==> config.mk <==
export PLATFORM = sky130hd
export DESIGN_NAME = csv_field_tokenizer_core
export DESIGN_NICKNAME = d
export VERILOG_FILES = /design/src/sv/csvtok_pkg.sv /design/src/sv/csvtok_step.sv /design/src/sv/csv_field_tokenizer_core.sv
export SDC_FILE = /design/constraint.sdc
export NUM_CORES = 1
export LEC_CHECK = 0
export ABC_CLOCK_PERIOD_IN_PS = 2600
export BUFFER_PORTS_ARGS = -buffer_cell sky130_fd_sc_hd__buf_2
export CAP_MARGIN = 20
export CORE_MARGIN = 3
export CORE_UTILIZATION = 50
export DETAILED_ROUTE_END_ITERATION = 10
export GPL_ROUTABILITY_DRIVEN = 0
export PLACE_DENSITY = 0.77
export SYNTH_ARGS = -nofsm -noshare
export SYNTH_HDL_FRONTEND = slang
export SYNTH_SLANG_ARGS = --single-unit
==> constraint.sdc <==
create_clock -name clk -period 2.6 [get_ports clk]
set_input_delay 0.26 -clock clk [delete_from_list [all_inputs] [get_ports clk]]
set_output_delay 0.26 -clock clk [all_outputs]
set_load 0.02 [all_outputs]
==> src/sv/csvtok_pkg.sv <==
// ----------------------------------------------------------------------------
// csvtok_pkg
// Shared types and constants for the csv field tokenizer: character codes,
// token kinds, quote state and the per-item step result.
// ----------------------------------------------------------------------------
`default_nettype none

package csvtok_pkg;

    localparam int unsigned CHAR_W = 16;

    localparam logic [CHAR_W-1:0] CH_COMMA = 16'h002C;
    localparam logic [CHAR_W-1:0] CH_TAB   = 16'h0009;
    localparam logic [CHAR_W-1:0] CH_QUOTE = 16'h0022;

    // separator register codes
    localparam logic SEP_COMMA = 1'b0;
    localparam logic SEP_TAB   = 1'b1;

    typedef enum logic [1:0] {
        KIND_DATA      = 2'd0,
        KIND_FIELD_END = 2'd1,
        KIND_ROW_END   = 2'd2
    } token_kind_t;

    typedef struct packed {
        logic in_quotes;
        logic quote_pending;
    } quote_state_t;

    typedef struct packed {
        logic              emit;
        token_kind_t       kind;
        logic [CHAR_W-1:0] out_char;
    } step_result_t;

endpackage

`default_nettype wire

==> src/sv/csvtok_step.sv <==
// ----------------------------------------------------------------------------
// csvtok_step
// Combinational decode of one item against the quote state: gives the token
// (if any) and the next quote state.
// ----------------------------------------------------------------------------
`default_nettype none

module csvtok_step (
    input  wire logic                            sep_mode,
    input  wire logic [csvtok_pkg::CHAR_W-1:0]   char_code,
    input  wire logic                            line_end,
    input  wire csvtok_pkg::quote_state_t        state_cur,
    output csvtok_pkg::quote_state_t             state_next,
    output csvtok_pkg::step_result_t             result
);

    logic [csvtok_pkg::CHAR_W-1:0] sep_char;
    logic                          is_quote;
    logic                          pend_literal;
    logic                          quoted;

    // separator select and quote classification
    assign sep_char     = (sep_mode == csvtok_pkg::SEP_TAB) ? csvtok_pkg::CH_TAB
                                                            : csvtok_pkg::CH_COMMA;
    assign is_quote     = (char_code == csvtok_pkg::CH_QUOTE);
    assign pend_literal = state_cur.quote_pending && !line_end && is_quote;
    // a pending quote followed by anything but a quote closes quoting first
    assign quoted       = state_cur.in_quotes &&
                          !(state_cur.quote_pending && !pend_literal);

    // token and next state
    always_comb
    begin
        state_next.in_quotes     = quoted;
        state_next.quote_pending = 1'b0;
        result.emit              = 1'b0;
        result.kind              = csvtok_pkg::KIND_DATA;
        result.out_char          = '0;
        priority if (pend_literal)
        begin
            state_next.in_quotes = 1'b1;
            result.emit          = 1'b1;
            result.out_char      = csvtok_pkg::CH_QUOTE;
        end
        else if (line_end)
        begin
            // line end inside quotes is dropped
            result.emit = !quoted;
            result.kind = csvtok_pkg::KIND_ROW_END;
        end
        else if (char_code == sep_char && !quoted)
        begin
            result.emit = 1'b1;
            result.kind = csvtok_pkg::KIND_FIELD_END;
        end
        else if (is_quote)
        begin
            if (quoted)
            begin
                state_next.quote_pending = 1'b1;
            end
            else
            begin
                state_next.in_quotes = 1'b1;
            end
        end
        else
        begin
            result.emit     = 1'b1;
            result.out_char = char_code;
        end
    end

endmodule

`default_nettype wire

==> src/sv/csv_field_tokenizer_core.sv <==
// Pipeline: an accepted item waits in the input register, is decoded
// combinationally, and its token, if any, is registered in the output register.
// Throughput: one item per cycle; the input register advances whenever the
// item gives no token or the output register is empty or being taken.
// Reset: rst_n asynchronous active low; clears both valid flags, the quote
// state (outside quotes, no pending quote) and selects comma as separator.
// ----------------------------------------------------------------------------
// csv_field_tokenizer_core
// Splits a stream of 16-bit code units into csv tokens with quote handling.
// ----------------------------------------------------------------------------
`default_nettype none

module csv_field_tokenizer_core (
    input  wire logic        clk,
    input  wire logic        rst_n,
    // configuration: separator_mode
    input  wire logic        cfg_we,
    input  wire logic        cfg_wdata,
    // input stream
    input  wire logic        s_axis_tvalid,
    output logic             s_axis_tready,
    input  wire logic [15:0] s_axis_tdata,   // [15:0] char_code
    input  wire logic        s_axis_tuser,   // [0] line_end
    // output stream
    output logic             m_axis_tvalid,
    input  wire logic        m_axis_tready,
    output logic [15:0]      m_axis_tdata,   // [15:0] out_char
    output logic [1:0]       m_axis_tuser    // [1:0] token_kind
);

    logic                          sep_mode_reg;
    logic                          in_valid_reg;
    logic [csvtok_pkg::CHAR_W-1:0] in_char_reg;
    logic                          in_eol_reg;
    csvtok_pkg::quote_state_t      state_reg;
    csvtok_pkg::quote_state_t      state_next;
    csvtok_pkg::step_result_t      step_res;
    logic                          out_valid_reg;
    logic [csvtok_pkg::CHAR_W-1:0] out_char_reg;
    csvtok_pkg::token_kind_t       out_kind_reg;
    logic                          advance;

    // separator register
    always_ff @(posedge clk or negedge rst_n)
    begin
        if (!rst_n)
        begin
            sep_mode_reg <= csvtok_pkg::SEP_COMMA;
        end
        else if (cfg_we)
        begin
            sep_mode_reg <= cfg_wdata;
        end
    end

    // item decode
    csvtok_step u_step (
        .sep_mode   (sep_mode_reg),
        .char_code  (in_char_reg),
        .line_end   (in_eol_reg),
        .state_cur  (state_reg),
        .state_next (state_next),
        .result     (step_res)
    );

    // the held item moves on when it needs no output slot or the slot frees up
    assign advance       = in_valid_reg &&
                           (!step_res.emit || !out_valid_reg || m_axis_tready);
    assign s_axis_tready = !in_valid_reg || advance;

    // input register
    always_ff @(posedge clk or negedge rst_n)
    begin
        if (!rst_n)
        begin
            in_valid_reg <= 1'b0;
        end
        else if (s_axis_tready)
        begin
            in_valid_reg <= s_axis_tvalid;
        end
    end

    always_ff @(posedge clk)
    begin
        if (s_axis_tready && s_axis_tvalid)
        begin
            in_char_reg <= s_axis_tdata;
            in_eol_reg  <= s_axis_tuser;
        end
    end

    // quote state
    always_ff @(posedge clk or negedge rst_n)
    begin
        if (!rst_n)
        begin
            state_reg <= '0;
        end
        else if (advance)
        begin
            state_reg <= state_next;
        end
    end

    // output register
    always_ff @(posedge clk or negedge rst_n)
    begin
        if (!rst_n)
        begin
            out_valid_reg <= 1'b0;
        end
        else if (advance && step_res.emit)
        begin
            out_valid_reg <= 1'b1;
        end
        else if (m_axis_tready)
        begin
            out_valid_reg <= 1'b0;
        end
    end

    always_ff @(posedge clk)
    begin
        if (advance && step_res.emit)
        begin
            out_char_reg <= step_res.out_char;
            out_kind_reg <= step_res.kind;
        end
    end

    assign m_axis_tvalid = out_valid_reg;
    assign m_axis_tdata  = out_char_reg;
    assign m_axis_tuser  = out_kind_reg;

endmodule

`default_nettype wire

==> results.yml, run 1 <==
synth:
  yosysUniqueCellTypes: 27
  synth_edf_count: 35
  synth_top_cell_area_share_pct: 68.3
  yosysSeqAreaShare_pct: 76.4
  synthFlopType: "edfxtp_1"
  synth-async-reset-ratio_pct: 12.5
  synthTopCellsByArea: "edfxtp_1, dfrtp_1, and2_1"
  ys_ff_latch: 40
  syn_nets: 121
  yosys_warnings: 0
  syn_avg_cell_area_um2: 15.7
  syn_area_um2: 1540
  synth_top_area_cell: "edfxtp_1"
  syn_inst: 98
worst_setup_path:
  cp.arrival_ps: 1940
  cp_slowest_stage_delay_ps: 470
  cp-start-kind: "register"
  crit_chain: "nor4_1 -> and4_2 -> a211oi_1 -> inv_1 -> buf_2"
  end_kind: "primary output"
  cp_slowest_cell: "nor4_1"
  required_ps: 2340
  criticalPathCategory: "register to primary output"
  cp_max_fo: 5
run_status:
  outcome: "completed"
detailed_routing:
  vias: 973
  vias_per_cell: 5.44
  drc: 0
  dr.pass1.iters: 4
  routedWlPerCell_um: 14.2
  antenna_left: 0
  drt-total-wl_um: 2540
  drt-initial-drc-count: 33
floorplanning:
  die_w_um: 61.5
  dieArea_um2: 3780
  initial_utilization_pct: 53.9
  core_area_um2: 2850
  die_y_um: 61.5
  io_pins: 43
  placementRows: 19
grt:
  track_usage_pct: 15.6
  antenna_found_initial: 0
  grt_start_max_net_pins: 19
  grt_pass1_wl_um: 4120
  grt_pass1_vias: 943
  overflow: 0
timing:
  hold_violations: 0
  skew_ps: 3.95
  rsz0062_at_grt: "no"
  hold_ws_ps: 103
  tightest_slew_ps: 488
  maxSlewViolCount: 0
  fin_tns_setup_ps: 0
  fin_crit_sh_pct: 84.6
  setup_viol: 0
  slew_headroom_pct: 67.1
  min_period_ps: 2200
  max_freq_ghz: 0.455
clock_network:
  postCtsHoldBufs: 1
  htreeDepth: 2
  clkTransAtPathRegs_ps: 100
  cts-root-buf: "clkbuf_4"
  clock_latency_ps: 320
  cts.sinks: 40
  cts_resized: 0
  cts_tree: "yes"
  cts_buffers: 5
  post-cts-setup-buffers: 0
  clk_path_buf_depth: 2
placed_design:
  dp_hpwl_um: 1920
  port_buffers: 42
final_layout:
  multiInputGateArea_um2: 337
  n_antenna_cell: 0
  drive_above_1_share_pct: 37.8
  syn2layout_area_growth_pct: 19.8
  seqCellArea_um2: 1180
  nNetsFinal: 171
  nFillCells: 213
flow_run:
  cap_violations: 0
pwr:
  leakage_nw: 0.737
  p_per_area_nw_per_um2: 629
  total_power_mw: 1.16
  irDropWorstVdd_uv: 332
hold_path:
  min_path_type: "input port to register"
==> per-layer routing <==
layer,GRT usage (%),share of wire [%],vias up
met3,5.24,7.4,7
met1,19.1,41,455
met4,9.70,2.4,0
met2,23.8,49,42
li1,-,-,469
met5,0,0,-
==> synth_stat cells, drive strengths merged (3+ instances only) <==
library cell  instances
nor4                  3
o21ai                 3
nand2                 6
a21oi                 3
dfrtp                 5
edfxtp               35
inv                   3
and2                 14
nor4bb                3
==> cells in the final DEF (no fill, tap or decap) <==
| cell | count |
|---|---|
| o211ai_1 | 1 |
| nand4_1 | 2 |
| o21ai_0 | 3 |
| a211oi_1 | 2 |
| mux2_2 | 1 |
| edfxtp_1 | 35 |
| nand2b_1 | 2 |
| clkinv_1 | 2 |
| and2_1 | 10 |
| nand2_1 | 6 |
| dfrtp_1 | 5 |
| dlygate4sd3_1 | 1 |
| nor4bb_1 | 3 |
| nor2_1 | 2 |
| a22oi_1 | 1 |
| nor3_1 | 2 |
| o211a_1 | 1 |
| clkbuf_4 | 5 |
| nand3_1 | 2 |
| a21oi_1 | 3 |
| buf_4 | 2 |
| and4_2 | 1 |
| inv_1 | 3 |
| nor2b_1 | 1 |
| or2_2 | 1 |
| a21o_1 | 1 |
| nor4_1 | 3 |
| o2111ai_1 | 1 |
| buf_2 | 42 |
| and2_2 | 4 |
==> path summary, 6_finish.rpt <==
kind | from | to | slack, ps | depth (start not counted)
max | in_char_reg[4] | s_axis_tready | 400 | 5
min | s_axis_tdata[2] | in_char_reg[2] | 100 | 1
max reg2reg | in_char_reg[4] | in_char_reg[13] | 540 | 5
min reg2reg | in_char_reg[9] | m_axis_tdata[9] | 560 | 1
max in group asynchronous | rst_n | state_reg[0] | 2200 | 2
min in group asynchronous | rst_n | state_reg[1] | 270 | 2
==> worst max-delay path: cells and delay by family, from the launching register on <==
| kind | cells | cell delay (ps) |
|---|---|---|
| buf+inv | 2 | 230 |
| flops | 1 | 420 |
| simple gates | 2 | 850 |
| compound gates | 1 | 120 |
==> per-stage QoR <==
step | worst slack (ps) | std cells | cell area [um2] | util [%]
final | 401 | 179 | 1840 | 64.6
after global routing | 215 | 179 | 1840 | 64.6
after CTS | 396 | 179 | 1840 | 64.6
after detailed placement | 575 | 171 | 1790 | 62.7
after global placement | 645 | 171 | 1790 | 62.7
after floorplan | 229 | 98 | 1540 | -
==> kinds of logic after synthesis <==
family | Yosys count | synth area share, %
multiplexers | 1 | 0.732
AO/OA/AOI/OAI | 13 | 5.61
buffers and inverters | 5 | 1.71
flip-flops | 40 | 76.4
AND/OR/NAND/NOR | 39 | 15.5
==> report_power, final <==
part | leakage [nW] | switching, mW | internal (mW)
combinational | 0.313 | 0.0753 | 0.0485
sequential | 0.399 | 0.0196 | 0.750
clock | 0.0261 | 0.172 | 0.0945
total | 0.737 | 0.267 | 0.893
==> area by class of cell <==
class | count | share of cell area, %
Inverter | 3 | 0.611
Clock inverter | 2 | 0.407
Clock buffer | 5 | 2.04
Timing Repair Buffer | 45 | 12.8
Multi-Input combinational cell | 53 | 18.3
Tap cell | 31 | 2.10
Sequential cell | 40 | 63.8
Note: power is estimated with default switching activity, not from simulation.
==> run 2: changes to the inputs <==
Settings changed: ABC_CLOCK_PERIOD_IN_PS 2600 to 2200.
Clock period 2.6 ns to 2.2 ns, I/O delays scaled along.
==> results.yml, run 2 (synthesis gave the netlist of run 1 again) <==
pwr:
  pwr-share-seq_pct: 58.9
  switching_power_mw: 0.335
  sw_frac_of_total_pct: 21.6
  power_frac_comb_pct: 10.0
  irDropWorstVdd_uv: 521
  clkPwrFrac_pct: 31.1
  p_int_mw: 1.22
  total_power_mw: 1.55
  p_per_area_nw_per_um2: 801
  leakage_nw: 0.767
detailed_routing:
  drc: 0
  drt-initial-drc-count: 37
  vias_per_cell: 5.27
  antenna_left: 0
  vias: 949
  routedWlPerCell_um: 14.5
  drt-total-wl_um: 2610
  dr.pass1.iters: 4
hold_path:
  min_path_type: "input port to register"
  min-delay-start: "s_axis_tdata[3]"
floorplanning:
  placementRows: 19
  die_y_um: 61.5
  io_pins: 43
  dieArea_um2: 3780
  initial_utilization_pct: 53.9
  core_area_um2: 2850
  die_w_um: 61.5
clock_network:
  htreeDepth: 2
  cts_buffers: 5
  clock_latency_ps: 340
  clk_path_buf_depth: 2
  clkTransAtPathRegs_ps: 110
  cts.sinks: 40
  cts_tree: "yes"
  cts-root-buf: "clkbuf_4"
  post-cts-setup-buffers: 0
grt:
  track_usage_pct: 15.4
  overflow: 0
  grt_pass1_wl_um: 4000
  grt_start_max_net_pins: 19
  antenna_found_initial: 0
  grt_pass1_vias: 904
timing:
  slew_headroom_pct: 74.5
  maxSlewViolCount: 0
  fin_crit_sh_pct: 93.5
  fin_tns_setup_ps: 0
  setup_viol: 0
  skew_ps: 6.57
  tightest_slew_ps: 378
  max_freq_ghz: 0.486
  rsz0062_at_grt: "no"
  hold_violations: 0
  min_period_ps: 2060
final_layout:
  drive_above_1_share_pct: 43.0
  syn2layout_area_growth_pct: 25.9
  nNetsFinal: 171
  layout_commonest_cell: "buf_2"
  nFillCells: 216
  n_antenna_cell: 0
  final_cell_mix: "buf_2, edfxtp_1, and2_1"
  stdcell_count: 180
worst_setup_path:
  cp.arrival_ps: 1840
  reg2reg_depth: 5
  crit_start: "in_char_reg[0]"
  critPathCapture: "s_axis_tready"
  criticalPathCategory: "register to primary output"
  r2r_setup_slack_ps: 320
  cp_max_fo: 5
  timing.rr.end: "in_char_reg[10]"
  rr_startpoint: "in_char_reg[0]"
  cp-start-kind: "register"
  required_ps: 1980
  end_kind: "primary output"
placed_design:
  dp_hpwl_um: 1950
  placed_cells: 171
  port_buffers: 42
run_status:
  outcome: "completed"
flow_run:
  cap_violations: 0
==> run 2: worst min path at each step <==
stage	slack [ps]	cells past startpoint	to
final	50	1	in_char_reg[3]
after global routing	30	1	in_char_reg[2]
after CTS	40	1	in_char_reg[3]
after detailed placement	40	1	state_reg[0]
after global placement	30	1	state_reg[1]
after floorplan	-80	0	in_valid_reg
==> run 2: power by group through the flow <==
stage	sequential (mW)	combinational, mW	clock [mW]
after detailed placement	0.927	0.153	0
after global placement	0.923	0.148	0
after floorplan	0.956	0.0551	0
final	0.914	0.156	0.482
after global routing	0.919	0.171	0.526
after CTS	0.910	0.155	0.493
==> run 2: metrics by stage <==
step	hold WS, ps	util [%]	cell area [um2]	worst slack, ps
2_1_floorplan	-75.6	-	1540	131
3_3_place_gp	34.8	63.2	1800	272
3_5_place_dp	38.7	63.2	1800	180
4_1_cts	37.3	66.8	1900	34.8
5_1_grt	29.6	67.9	1940	4.69
6_report	49.4	67.9	1940	142
==> run 2: what timing repair did <==
action | CTS | global route
hold endpoints to repair | 5 | 0
resized for setup | 1 | 5
setup endpoints to repair | 1 | 1
hold buffers | 1 | 0
==> run 2: layer usage <==
layer / GRT usage (%) / up-vias / wire (um)
li1: - / 471 / -
met1: 19.7 / 435 / 1110
met2: 22.4 / 41 / 1260
met3: 5.45 / 2 / 219
met4: 9.39 / 0 / 19
met5: 0 / - / 0
==> run 2: critical path, stage by stage (launching register included) <==
cell      delay, ps
edfxtp_1        470
nor4bb_2        340
and4_2          330
a211oi_2        110
inv_1            90
buf_2           160
==> run 2: layout make-up <==
cell class              instances  area, um2  share of cell area (%)
clock buffers                   6       51.3                    2.65
well taps                      31       38.8                    2.00
inverters                       3       11.3                   0.581
clock inverters                 2       33.8                    1.74
repair buffers                 45        248                    12.8
multi-input cells              53        378                    19.5
flip-flops and latches         40       1180                    60.7
